## src/cfr_pkg.sv

```systemverilog
package cfr_pkg;

  localparam logic [7:0] MARKER_RESET = 8'd170;

  // Parser phase; codes 6 and 7 are unused and fall back to idle.
  typedef enum logic [2:0] {
    PH_IDLE    = 3'd0,
    PH_TYPE    = 3'd1,
    PH_ID      = 3'd2,
    PH_LENGTH  = 3'd3,
    PH_PAYLOAD = 3'd4,
    PH_CHECK   = 3'd5
  } phase_t;

  typedef enum logic [1:0] {
    KIND_DATA = 2'd0,
    KIND_GOOD = 2'd1,
    KIND_BAD  = 2'd2
  } kind_t;

  typedef struct packed {
    kind_t      kind;
    logic [7:0] frame_type;
    logic [7:0] frame_id;
    logic [7:0] frame_length;
    logic [7:0] byte_index;
    logic [7:0] byte_value;
  } result_t;

endpackage

```

## src/cfr_parser.sv

```systemverilog
module cfr_parser (
  input  logic              clk,
  input  logic              rst,
  input  logic              cfg_we,
  input  logic [7:0]        cfg_data,
  input  logic              step,
  input  logic [7:0]        rx_byte,
  output logic              res_valid,
  output cfr_pkg::result_t  res
);

  cfr_pkg::phase_t phase, phase_next;
  logic [7:0] start_marker;
  logic [7:0] running_sum, running_sum_next;
  logic [7:0] held_type, held_type_next;
  logic [7:0] held_id, held_id_next;
  logic [7:0] held_length, held_length_next;
  logic [7:0] payload_count, payload_count_next;
  logic [7:0] sum_plus;
  logic [7:0] count_plus;

  assign sum_plus   = running_sum + rx_byte;
  assign count_plus = payload_count + 8'd1;

  // next state
  always_comb begin
    phase_next         = phase;
    running_sum_next   = running_sum;
    held_type_next     = held_type;
    held_id_next       = held_id;
    held_length_next   = held_length;
    payload_count_next = payload_count;
    case (phase)
      cfr_pkg::PH_IDLE: begin
        if (rx_byte == start_marker) begin
          running_sum_next = rx_byte;
          phase_next       = cfr_pkg::PH_TYPE;
        end
      end
      cfr_pkg::PH_TYPE: begin
        running_sum_next = sum_plus;
        held_type_next   = rx_byte;
        phase_next       = cfr_pkg::PH_ID;
      end
      cfr_pkg::PH_ID: begin
        running_sum_next = sum_plus;
        held_id_next     = rx_byte;
        phase_next       = cfr_pkg::PH_LENGTH;
      end
      cfr_pkg::PH_LENGTH: begin
        running_sum_next   = sum_plus;
        held_length_next   = rx_byte;
        payload_count_next = 8'd0;
        phase_next = (rx_byte == 8'd0) ? cfr_pkg::PH_CHECK : cfr_pkg::PH_PAYLOAD;
      end
      cfr_pkg::PH_PAYLOAD: begin
        running_sum_next   = sum_plus;
        payload_count_next = count_plus;
        if (count_plus >= held_length) begin
          phase_next = cfr_pkg::PH_CHECK;
        end
      end
      cfr_pkg::PH_CHECK: begin
        phase_next = cfr_pkg::PH_IDLE;
      end
      default: begin
        phase_next = cfr_pkg::PH_IDLE;
      end
    endcase
  end

  // outputs
  always_comb begin
    res_valid        = 1'b0;
    res.kind         = cfr_pkg::KIND_DATA;
    res.frame_type   = held_type;
    res.frame_id     = held_id;
    res.frame_length = held_length;
    res.byte_index   = 8'd0;
    res.byte_value   = rx_byte;
    case (phase)
      cfr_pkg::PH_PAYLOAD: begin
        res_valid      = 1'b1;
        res.byte_index = payload_count;
      end
      cfr_pkg::PH_CHECK: begin
        res_valid = 1'b1;
        res.kind  = (running_sum == rx_byte) ? cfr_pkg::KIND_GOOD : cfr_pkg::KIND_BAD;
      end
      default: begin
        res_valid = 1'b0;
      end
    endcase
  end

  always_ff @(posedge clk) begin
    if (rst) begin
      start_marker <= cfr_pkg::MARKER_RESET;
    end else if (cfg_we) begin
      start_marker <= cfg_data;
    end
  end

  always_ff @(posedge clk) begin
    if (rst) begin
      phase         <= cfr_pkg::PH_IDLE;
      running_sum   <= 8'd0;
      held_type     <= 8'd0;
      held_id       <= 8'd0;
      held_length   <= 8'd0;
      payload_count <= 8'd0;
    end else if (step) begin
      phase         <= phase_next;
      running_sum   <= running_sum_next;
      held_type     <= held_type_next;
      held_id       <= held_id_next;
      held_length   <= held_length_next;
      payload_count <= payload_count_next;
    end
  end

endmodule

```

## src/cfr_skid.sv

```systemverilog
module cfr_skid (
  input  logic              clk,
  input  logic              rst,
  input  logic              push,
  input  cfr_pkg::result_t  push_data,
  output logic              full,
  output logic              out_valid,
  input  logic              out_stall,
  output cfr_pkg::result_t  out_data
);

  logic             main_valid;
  logic             skid_valid;
  cfr_pkg::result_t main_data;
  cfr_pkg::result_t skid_data;
  logic             pop;

  assign pop       = main_valid && !out_stall;
  assign full      = skid_valid;
  assign out_valid = main_valid;
  assign out_data  = main_data;

  // push only happens while the skid slot is empty
  always_ff @(posedge clk) begin
    if (rst) begin
      main_valid <= 1'b0;
      skid_valid <= 1'b0;
    end else begin
      if (skid_valid) begin
        if (pop) begin
          skid_valid <= 1'b0;
        end
      end else if (push && main_valid && !pop) begin
        skid_valid <= 1'b1;
      end
      if (skid_valid) begin
        main_valid <= 1'b1;
      end else if (push) begin
        main_valid <= 1'b1;
      end else if (pop) begin
        main_valid <= 1'b0;
      end
    end
  end

  always_ff @(posedge clk) begin
    if (skid_valid) begin
      if (pop) begin
        main_data <= skid_data;
      end
    end else if (push) begin
      if (main_valid && !pop) begin
        skid_data <= push_data;
      end else begin
        main_data <= push_data;
      end
    end
  end

endmodule

```

## src/checksummed_frame_receiver.sv

```systemverilog
// Length-prefixed frame receiver with an 8-bit additive checksum. Each
// accepted rx_byte transaction is one byte off the link; a frame is the
// start marker, type, id, length, that many payload bytes and a checksum
// equal to the mod-256 sum of all bytes before it. Every payload byte is
// delivered as one output transaction (kind = data) tagged with the frame
// header and its index; the checksum byte delivers one frame-end
// transaction (kind = good or bad) carrying the received checksum byte.
// Bytes seen while idle that are not the marker produce nothing, nor do
// header bytes. Throughput is one byte per cycle while in_stall is low: the
// parser state updates at the edge that accepts a byte, and the result of
// that byte lands in the output register or skid slot at that same edge.
// A two-entry output buffer lets input keep flowing for one result while
// out_stall is high; in_stall rises only once both entries are occupied.
// start_marker is written through cfg_we/cfg_data (reset value 0xAA) and
// should only change while no frame is in flight.
module checksummed_frame_receiver (
  input  logic       clk,
  input  logic       rst,
  // configuration
  input  logic       cfg_we,
  input  logic [7:0] cfg_data,
  // input channel
  input  logic       in_valid,
  output logic       in_stall,
  input  logic [7:0] rx_byte,
  // output channel
  output logic       out_valid,
  input  logic       out_stall,
  output logic [1:0] kind,
  output logic [7:0] frame_type,
  output logic [7:0] frame_id,
  output logic [7:0] frame_length,
  output logic [7:0] byte_index,
  output logic [7:0] byte_value
);

  logic             step;
  logic             res_valid;
  logic             buf_full;
  cfr_pkg::result_t res;
  cfr_pkg::result_t out_data;

  // A byte is taken whenever the buffer has room; stall comes straight
  // from a register so it never depends on in_valid.
  assign in_stall = buf_full;
  assign step     = in_valid && !buf_full;

  cfr_parser u_parser (
    .clk       (clk),
    .rst       (rst),
    .cfg_we    (cfg_we),
    .cfg_data  (cfg_data),
    .step      (step),
    .rx_byte   (rx_byte),
    .res_valid (res_valid),
    .res       (res)
  );

  // Output register plus skid slot.
  cfr_skid u_skid (
    .clk       (clk),
    .rst       (rst),
    .push      (step && res_valid),
    .push_data (res),
    .full      (buf_full),
    .out_valid (out_valid),
    .out_stall (out_stall),
    .out_data  (out_data)
  );

  assign kind         = out_data.kind;
  assign frame_type   = out_data.frame_type;
  assign frame_id     = out_data.frame_id;
  assign frame_length = out_data.frame_length;
  assign byte_index   = out_data.byte_index;
  assign byte_value   = out_data.byte_value;

endmodule

```

## config.mk

```make
export PLATFORM = sky130hd
export DESIGN_NAME = checksummed_frame_receiver
export DESIGN_NICKNAME = d
export VERILOG_FILES = /design/src/cfr_pkg.sv /design/src/cfr_parser.sv /design/src/cfr_skid.sv /design/src/checksummed_frame_receiver.sv
export SDC_FILE = /design/constraint.sdc
export NUM_CORES = 1
export LEC_CHECK = 0
export BUFFER_PORTS_ARGS = -buffer_cell sky130_fd_sc_hd__buf_2
export CAP_MARGIN = 20
export CORE_MARGIN = 3
export CORE_UTILIZATION = 45
export DETAILED_ROUTE_END_ITERATION = 8
export GPL_TIMING_DRIVEN = 1
export HOLD_SLACK_MARGIN = 0.06
export PLACE_DENSITY = 0.66
export SYNTH_ARGS = -nofsm -noshare
export SYNTH_HDL_FRONTEND = slang
export SYNTH_SLANG_ARGS = --single-unit
```

## constraint.sdc

```tcl
create_clock -name clk -period 3.7 [get_ports clk]
set_input_delay 0 -clock clk [delete_from_list [all_inputs] [get_ports clk]]
set_output_delay 0 -clock clk [all_outputs]
set_load 0.005 [all_outputs]
```

Yosys cells after proc, flatten, opt, wreduce, memory -nomap -nowiden
Cells that the tools add are included.

Flip-flop bits (word level): 137. Latch bits: 0. Memory bits (writable): 0. Memory bits (read-only): 0. Output and inout port bits: 44. Word-level logic and storage cells: 82. Memories kept: 0.

$add $sub $neg: 2. Multiply operators: 0. Divide/modulo/power cells: 0. $lt $le $gt $ge: 1. Equal/unequal tests: 11. Shifts and indexed selects: 0. Muxes and demuxes: 21. Bitwise operators: 1. Reductions and logical operators: 25.

Operators with widths (number): 2-to-1 mux 42 bit (4); case mux 8 bit (2 select lines) (2); == test 8 bit (2); 2-to-1 mux 8 bit (2); case mux 3 bit (5 select lines) (1); AND reduction 3 bit (4); adder 8 x 1 -> 8 bit, second input constant (1); adder 8 bit (1); >= comparator 8 bit (1); zero test 8 bit (1); 2-to-1 mux 1 bit (8); AND reduction 2 bit (4); == test 3 x 2 -> 1 bit, second input constant (2); == test 3 bit, second input constant (2); logical AND 1 bit (6); 2-to-1 mux 3 bit (2); inequality test 2 x 1 -> 1 bit, second input constant (3); nonzero test 2 bit (3); 2-to-1 mux 2 bit (2); OR reduction 4 bit (1); == test 3 x 1 -> 1 bit, second input constant (1); zero test 1 bit (3); zero test 3 bit (1); nonzero test 3 bit (1); 3 further kinds (3).

Logic depth before layout (Yosys ltp)
Gate-level depths: netlist of run 1.

Depth in word-level cells: 8. Gate-level depth with buffers: 10.

Hierarchy
From an unflattened synthesis of run 1, not the netlist that was laid out.

Cells, all modules: 505. Area, all modules: 6243.5 sq um.

By module, submodules not included: cfr_skid (instances 1, cells each 142, area an instance 3318.2 sq um, sequential area each 2562.5 sq um); cfr_parser (instances 1, cells each 361, area an instance 2910.3 sq um, sequential area each 1021.0 sq um); checksummed_frame_receiver (instances 1, cells each 2, area an instance 15.0 sq um, sequential area each 0.0 sq um).

Worst setup path before layout of run 1
OpenSTA, ideal clock, no wires.

Kind: reg2reg. Start: register u_skid.skid_valid (netlist: u_skid.full). End: register u_skid.main_data, in the netlist u_skid.out_data[0], enable pin. Library setup time: 455 ps. Data arrival time: 3194 ps. Path slack: 50 ps. Stages on the path, launching flop included: 5. Period minus slack after synthesis: 3650 ps. Cells stage by stage: dfxtp_1 clkbuf_1 clkbuf_1 a21oi_1 a21oi_1.

Cells in the longest elaborated chain, start to end: 5. Elaborated cells on any way between the ends: 7. Those cells by class: eq/ne (2); reduce/logical (5).

Ends and longest elaborated chain: from (decl) (RTL line cfr_skid.sv:13) `logic skid_valid;`; from (signal assigned) (RTL line cfr_skid.sv:27) `skid_valid <= 1'b0;`; from (signal assigned) (RTL line cfr_skid.sv:31) `skid_valid <= 1'b0;`; from (signal assigned) (RTL line cfr_skid.sv:34) `skid_valid <= 1'b1;`; zero test 1 bit (RTL line checksummed_frame_receiver.sv:46) `assign step = in_valid && !buf_full;`; logical AND 1 bit (RTL line checksummed_frame_receiver.sv:46); logical AND 1 bit (RTL line checksummed_frame_receiver.sv:63) `.push (step && res_valid),`; nonzero test 2 bit (no source line); AND reduction 3 bit (no source line) *; to (signal assigned) (RTL line cfr_skid.sv:49) `main_data <= skid_data;`; to (signal assigned) (RTL line cfr_skid.sv:55) `main_data <= push_data;`; to (decl) (RTL line cfr_skid.sv:14) `cfr_pkg::result_t main_data;`.

Mark *: on every way between the ends. The rest lies on a longest branch, timed or not. A chain may end at the register's enable or synchronous reset.

Final worst setup path of run 1
Start: register u_parser.payload_count[0]. End: register u_parser.phase[2].

Cells in the longest elaborated chain, start to end: 4.

Ends and longest elaborated chain: from (decl) (RTL line cfr_parser.sv:18) `logic [7:0] payload_count, payload_count_next;`; from (signal assigned) (RTL line cfr_parser.sv:118) `payload_count <= payload_count_next;`; adder 8 x 1 -> 8 bit (RTL line cfr_parser.sv:23) `assign count_plus = payload_count + 8'd1;`; >= comparator 8 bit (RTL line cfr_parser.sv:59) `if (count_plus >= held_length) begin`; inequality test 2 x 1 -> 1 bit (no source line); AND reduction 3 bit (no source line); to (signal assigned) (RTL line cfr_parser.sv:106) `phase <= cfr_pkg::PH_IDLE;`; to (signal assigned) (RTL line cfr_parser.sv:113) `phase <= phase_next;`; to (decl) (RTL line cfr_parser.sv:12) `cfr_pkg::phase_t phase, phase_next;`.

Every way passes these cells.

==> metrics, run 1 <==
Yosys cell types=57; DP Area=0.00646 mm²; total negative setup slack=0 ns; diodes inserted=0; Nets=612; Total Routing Usage GR=17.2%; Mapped Nets=527; CTS Root Buffer Type=clkbuf_16; Fin. Hold Viols=0; Via density=5.21; YS warnings=0; share of cells above drive strength 1=24.4%; crit path DAT=2.90 ns; routability-driven placement congestion ratio=0.835; num ports=65; Hold Path Class=in2reg; post-synthesis cell area=0.00603 mm²; initial antenna violation count=0; Starting DRT DRC Count=238; Layout area overhead=21.8%; Post-Synthesis Cells=489; reg-to-reg setup timing slack=1.10 ns; CTS tree=done; CTS Buffer Depth=2; pwr/cell area=563 mW/mm²; relative slew slack=26.6%; RR Startpoint=u_parser.payload_count[0]$_SDFFE_PP0P_; Clock Pin Slew Worst Setup and Hold Paths=0.06 ns; Final setup viols=0; Worst setup startpoint=u_parser.payload_count[0]$_SDFFE_PP0P_; VDD IR max=0.297 mV; Vias=3957; Final Cell Area=0.00735 mm²; gr ovfl total=0; Post-Layout Cell Count=759; first-pass GRT wire length=19.4 mm; Die Y=122 µm; die area=0.0148 mm²; Die W=122 µm; Max Freq=385 MHz; post-route clock period utilization=70.2%; Static Leakage=2.83 nW; CP max-delay cell=dfxtp_1; CORE AREA=0.0129 mm²; Initial Util=46.9%; 1st-pass router iterations=4; vias in the first global route=3849; number of I/O port buffers=64; critical path startpoint category=register; Synth Register Bits=137; filler instances=1068; max-cap violation count=0; post-route ant nets=0; CP endpoint=u_parser.phase[2]$_SDFFE_PP0P_; Critical R2R Capture=u_parser.phase[2]$_SDFFE_PP0P_; final worst slack=1.10 ns; outcome=finished, final reports clean; DRC viols=0; Placed Cells=702; Final Skew=0.00745 ns; post-cts resize count=0; fin crit period=2.60 ns; Avg WL per Cell=15.6 µm; CTS H-tree lvls=4; Max FO, Critical Path=6; post-synthesis sequential area ratio=59.4%; cell row count=41; Clock Sinks=137; Clock Latency Late Sink=0.42 ns; CTS Buf Count=17; Cell Chain, Critical Path=and3_1, and3_1, nand3_1, xnor2_1, ha_1, nand3_1, a221o_1, a211o_2, o31a_1; Slew @ Worst Pin=1.10 ns; crit path capture type=register; largest net degree at the start of global routing=58; Place WS=1.12 ns; Slew Viols, Final=0; Tot Pwr=4.14 mW; synthesized area per cell=12.3 µm²; Crit Path Class=reg2reg; post-DP HPWL=7.67 mm; slowest stage delay, CP=0.41 ns; reg2reg path depth=9; data required time at the worst endpoint=4.01 ns; total wire length=11.9 mm; RSZ-0062 raised after global routing=no
## worst max-delay path, delay by kind of cell (launching register included)
kind,cells,cell delay (ns)
AOI/OAI and AO/OA,3,0.90
and+or+nand+nor,4,0.70
DFF,1,0.41
adders and majority gates,1,0.31
xor gates and xnor gates,1,0.16
## metal layers
metal / GRT usage (%) / up-vias / wire, µm
li1: - / 1956 / -
met1: 21.6 / 1893 / 5320
met2: 28.2 / 85 / 5770
met3: 5.20 / 23 / 561
met4: 6.58 / 0 / 230
met5: 0 / - / 0
## per-stage QoR
| step | hold slack (ns) | util (%) |
|---|---|---|
| 6_report | 0.190 | 57.1 |
| 3_5_place_dp | 0.208 | 50.2 |
| 4_1_cts | 0.183 | 57.1 |
| 5_1_grt | 0.230 | 57.1 |
| 3_3_place_gp | 0.206 | 50.2 |
| 2_1_floorplan | 0.0989 | - |
## logic make-up after synthesis
| family | share of synthesized area, % |
|---|---|
| compound gates | 7.61 |
| xor+xnor | 2.47 |
| fa+ha+maj | 3.65 |
| buf+inv | 3.32 |
| flops | 59.4 |
| mux | 11.3 |
| simple gates | 12.3 |
## synthesized netlist by cell type (all sizes together)
| cell type | number | share of area, % |
|---|---|---|
| edfxtp | 84 | 42 |
| nor2 | 60 | 4.0 |
| dfxtp | 53 | 18 |
| mux2 | 32 | 6.0 |
| mux2i | 32 | 5.3 |
| nand2 | 29 | 1.8 |
| o21ai | 18 | 1.5 |
| clkbuf | 17 | 1.1 |
| ha | 16 | 3.3 |
| a21oi | 15 | 1.3 |
| inv | 14 | 0.87 |
| and3 | 13 | 1.3 |
| xor2 | 13 | 1.9 |
| buf | 9 | 1.3 |
| nor2b | 8 | 0.83 |
| nand3 | 7 | 0.58 |
| nor3 | 7 | 0.77 |
| nor4 | 6 | 0.97 |
| a211o | 5 | 0.75 |
| or3 | 5 | 0.52 |
| a311oi | 4 | 0.68 |
| o21a | 4 | 0.50 |
| xnor2 | 4 | 0.58 |
| a211oi | 3 | 0.46 |
| a22oi | 3 | 0.37 |
| and2 | 3 | 0.31 |
| nand3b | 3 | 0.37 |
| a21o | 2 | 0.25 |
| a31oi | 2 | 0.21 |
| nand2b | 2 | 0.21 |
| nor3b | 2 | 0.25 |
| o211ai | 2 | 0.25 |
| o21bai | 2 | 0.25 |
| o31ai | 2 | 0.25 |
| a2111oi | 1 | 0.25 |
| a221o | 1 | 0.17 |
| and4 | 1 | 0.15 |
| fa | 1 | 0.33 |
| nor4b | 1 | 0.15 |
| o2111ai | 1 | 0.15 |
| o31a | 1 | 0.15 |
| o41ai | 1 | 0.15 |
## power breakdown
group          switching [mW]  internal [mW]
logic                   0.323          0.246
registers              0.0608           1.69
clock network           0.610           1.21
total                   0.994           3.15
## state kept, by name, indices dropped and copies added, names as in the netlist
register	cells
u_parser.held_id	8
u_parser.held_length	8
u_parser.held_type	8
u_parser.payload_count	8
u_parser.phase	3
u_parser.running_sum	8
u_parser.start_marker	8
u_skid.full	1
u_skid.out_data	42
u_skid.out_valid	1
u_skid.skid_data	42
## placed cells by master (no fill, tap or decap), types with 5 or more instances in the layout
cell / count
a21oi_1: 13
and3_1: 12
buf_2: 64
bufinv_16: 5
clkbuf_16: 17
dfxtp_1: 52
dlygate4sd3_1: 25
edfxtp_1: 84
ha_1: 16
inv_1: 14
mux2_2: 32
mux2i_1: 32
nand2_1: 29
nand3_1: 7
nor2_1: 57
nor2b_1: 8
nor3_1: 6
o21ai_0: 17
or3_1: 5
xor2_1: 13
## area by class of cell
cell class	instances	area, µm²	area share, %
clock buffers	19	443	6.03
clock inverters	13	200	2.72
inverters	14	52.6	0.715
multi-input cells	312	2260	30.8
flip-flops and latches	137	3580	48.8
well taps	172	215	2.93
repair buffers	92	593	8.07
## how the worst min path moves through the flow
| stage | start | slack, ns | cells after the start | end |
|---|---|---|---|---|
| 6_report | in_valid | 0.19 | 5 | u_parser.phase[1]$_SDFFE_PP0P_ |
| 3_3_place_gp | cfg_data[5] | 0.21 | 2 | u_parser.start_marker[5]$_SDFFE_PP1P_ |
| 3_5_place_dp | cfg_data[7] | 0.21 | 2 | u_parser.start_marker[7]$_SDFFE_PP1P_ |
| 4_1_cts | in_valid | 0.18 | 4 | u_parser.phase[2]$_SDFFE_PP0P_ |
| 5_1_grt | in_valid | 0.23 | 4 | u_parser.phase[2]$_SDFFE_PP0P_ |
| 2_1_floorplan | rx_byte[0] | 0.1 | 0 | u_skid.skid_data[0]$_DFFE_PP_ |
## repair_timing
action	in CTS	in global routing
endpoints found under the hold margin	45	0
buffers inserted	0	0
hold buffers	25	0
No activity file was read; power rests on OpenSTA's default activity.
==> run 2, diff against run 1 <==
--- a/config.mk
+++ b/config.mk
@@ -12,7 +12,6 @@
 export DETAILED_ROUTE_END_ITERATION = 8
 export GPL_TIMING_DRIVEN = 1
 export HOLD_SLACK_MARGIN = 0.06
-export PLACE_DENSITY = 0.66
 export SYNTH_ARGS = -nofsm -noshare
 export SYNTH_HDL_FRONTEND = slang
 export SYNTH_SLANG_ARGS = --single-unit
==> constraint.sdc (replaced) <==
create_clock -name clk -period 2.4 [get_ports clk]
set_input_delay 0 -clock clk [delete_from_list [all_inputs] [get_ports clk]]
set_output_delay 0 -clock clk [all_outputs]
set_load 0.005 [all_outputs]
==> metrics, run 2 (synthesis gave the netlist of run 1 again) <==
gr ovfl total=0 (unchanged); Die Y=122 µm (unchanged); Clock Pin Slew Worst Setup and Hold Paths=0.06 ns (about the same); post-DP HPWL=7.96 mm (+3.8%); vias in the first global route=4036 (+4.9%); outcome=finished, final reports clean; reg-to-reg setup timing slack=0.05 ns (-1.05 ns); CP endpoint=u_parser.phase[1]$_SDFFE_PP0P_; DP Area=0.00656 mm² (+1.6%); Avg WL per Cell=16.0 µm (+2.4%); Clock Sinks=137 (unchanged); DRC viols=0 (unchanged); Fin. Hold Viols=0 (unchanged); post-route ant nets=0 (unchanged); reported net switching power=1.55 mW (+56%); Final Skew=0.0136 ns (+0.00613 ns); sequential power share=45.1% (+2.7 points); Initial Util=46.9% (unchanged); Static Leakage=2.87 nW (+1.5%); CTS Buf Count=17 (unchanged); Max Freq=426 MHz (+11%); max-cap violation count=0 (unchanged); CTS H-tree lvls=4 (unchanged); Cell Chain, Critical Path=and3_4, and3_4, nand3_2, xnor2_2, ha_1, nand3_2, a221o_1, a211o_2, mux2i_1, o41ai_1; commonest non-fill, non-tap cell in the layout=edfxtp_1; Via density=5.15 (-1.2%); Slew Viols, Final=0 (unchanged); Combinational Power Share=14.9% (+1.2 points); Layout area overhead=23.0%; WP buf/inv=0 (unchanged); CORE AREA=0.0129 mm² (unchanged); Vias=3971 (+0.35%); CTS Root Buffer Type=clkbuf_16; RSZ-0062 raised after global routing=yes; CTS Buffer Depth=2 (unchanged); share of cells above drive strength 1=27.5% (+3.2 points); pwr/cell area=808 mW/mm² (+43%); Placed Cells=712 (+1.4%); num ports=65 (unchanged); crit path capture type=register; Final setup viols=0 (unchanged); switching share of total power=25.8% (+1.8 points); 1st-pass router iterations=4 (unchanged); Slew @ Worst Pin=0.768 ns (-0.333 ns); Max FO, Critical Path=4 (-2); post-route clock period utilization=97.8% (+28 points); Critical R2R Capture=u_parser.phase[1]$_SDFFE_PP0P_; final core utilization=57.7% (+0.56 points); die area=0.0148 mm² (unchanged); relative slew slack=48.8% (+22 points); Clock Latency Late Sink=0.42 ns (about the same); Worst setup startpoint=u_parser.payload_count[0]$_SDFFE_PP0P_; Worst path depth=10 (+1); CTS tree=done; VDD IR max=0.448 mV (+51%); fin crit period=2.35 ns (-0.250 ns); most frequent cells in the layout=84 x edfxtp_1, 64 x buf_2, 56 x nor2_1; largest net degree at the start of global routing=57 (-1.7%); Total Routing Usage GR=17.9% (+0.71 points); Hold Path Class=in2reg; Final Cell Area=0.00742 mm² (+0.99%); total wire length=12.4 mm (+4.0%); CP max-delay cell=dfxtp_2; diodes inserted=0 (unchanged); number of I/O port buffers=64 (unchanged); Internal=4.45 mW (+41%); Crit Path Class=reg2reg; critical path startpoint category=register; Hold Crit Start=rst; routability-driven placement congestion ratio=0.776 (-7.0%); initial antenna violation count=0 (unchanged); reg2reg path depth=10 (+1); first-pass GRT wire length=20.2 mm (+4.2%); crit path DAT=2.62 ns (-0.28 ns); slowest stage delay, CP=0.35 ns (-0.06 ns); cell row count=41 (unchanged); critical path's top delay family=compound AO/OA/AOI/OAI gates; clock power share=39.9% (-4.0 points); RR Startpoint=u_parser.payload_count[0]$_SDFFE_PP0P_; Starting DRT DRC Count=257 (+8.0%); data required time at the worst endpoint=2.67 ns (-1.34 ns); Die W=122 µm (unchanged); Post-Layout Cell Count=771 (+1.6%); Nets=624 (+2.0%)
## run 2: cell types whose count changed in the layout (fill, tap and decap cells not counted), moves of 3 or more
cell       change
nand3_1        -3
nand3_2        +3
bufinv_16      -4
buf_4         +10
## run 2: routing by layer
metal	share of wire, %	wire, µm	up-vias	GRT usage (%)
li1	-	-	1976	-
met1	46	5730	1890	23.5
met2	48	5890	90	28.5
met3	4.5	551	15	4.64
met4	1.5	189	0	7.21
met5	0	0	-	0
## run 2: worst register-to-register path, cell delays in order, from the launching register on
cell     delay (ns)
dfxtp_2        0.35
and3_4         0.19
and3_4         0.19
nand3_2        0.09
xnor2_2        0.16
ha_1           0.33
nand3_2        0.07
a221o_1        0.27
a211o_2        0.33
mux2i_1        0.15
o41ai_1        0.09
## run 2: worst min-delay path by stage
stage	to	slack (ns)	depth (start not counted)
final	u_parser.start_marker[4]$_SDFFE_PP0P_	0.14	2
after global routing	u_parser.start_marker[2]$_SDFFE_PP0P_	0.18	2
after CTS	u_parser.start_marker[4]$_SDFFE_PP0P_	0.13	2
after detailed placement	u_parser.start_marker[1]$_SDFFE_PP1P_	0.22	2
after global placement	u_parser.start_marker[5]$_SDFFE_PP1P_	0.21	2
after floorplan	u_skid.skid_data[0]$_DFFE_PP_	0.1	0
## run 2: final cells by class
type,count,area (µm²)
fill,1084,5450
sequential,137,3590
multi-input combinational,312,2310
timing repair buffer,104,708
clock buffer,20,447
tap,172,215
clock inverter,12,104
inverter,14,52.6
## run 2: per-stage QoR
step	power [mW]	setup slack (ns)	TNS (ns)	hold WS, ns
global route	6.29	-0.0503	-0.0618	0.176
global placement	3.58	0.0399	0	0.206
finish	6.00	0.0522	0	0.138
CTS	6.06	0.00988	0	0.127
floorplan	3.44	0.00148	0	0.0989
detailed placement	3.61	-0.0157	-0.0180	0.215
## run 2: repair_timing
item,4_1_cts,5_1_grt
buffers inserted,0,2
setup endpoints to repair,2,3
gates resized for setup,2,9
hold endpoints to repair,40,0
pin swaps,0,9
hold buffers,25,0
## run 2: power groups by stage
stage,registers [mW],logic (mW),clock network (mW)
2_1_floorplan,2.71,0.732,0
3_3_place_gp,2.75,0.836,0
3_5_place_dp,2.75,0.858,0
4_1_cts,2.71,0.899,2.46
5_1_grt,2.72,1.02,2.56
6_report,2.71,0.896,2.39
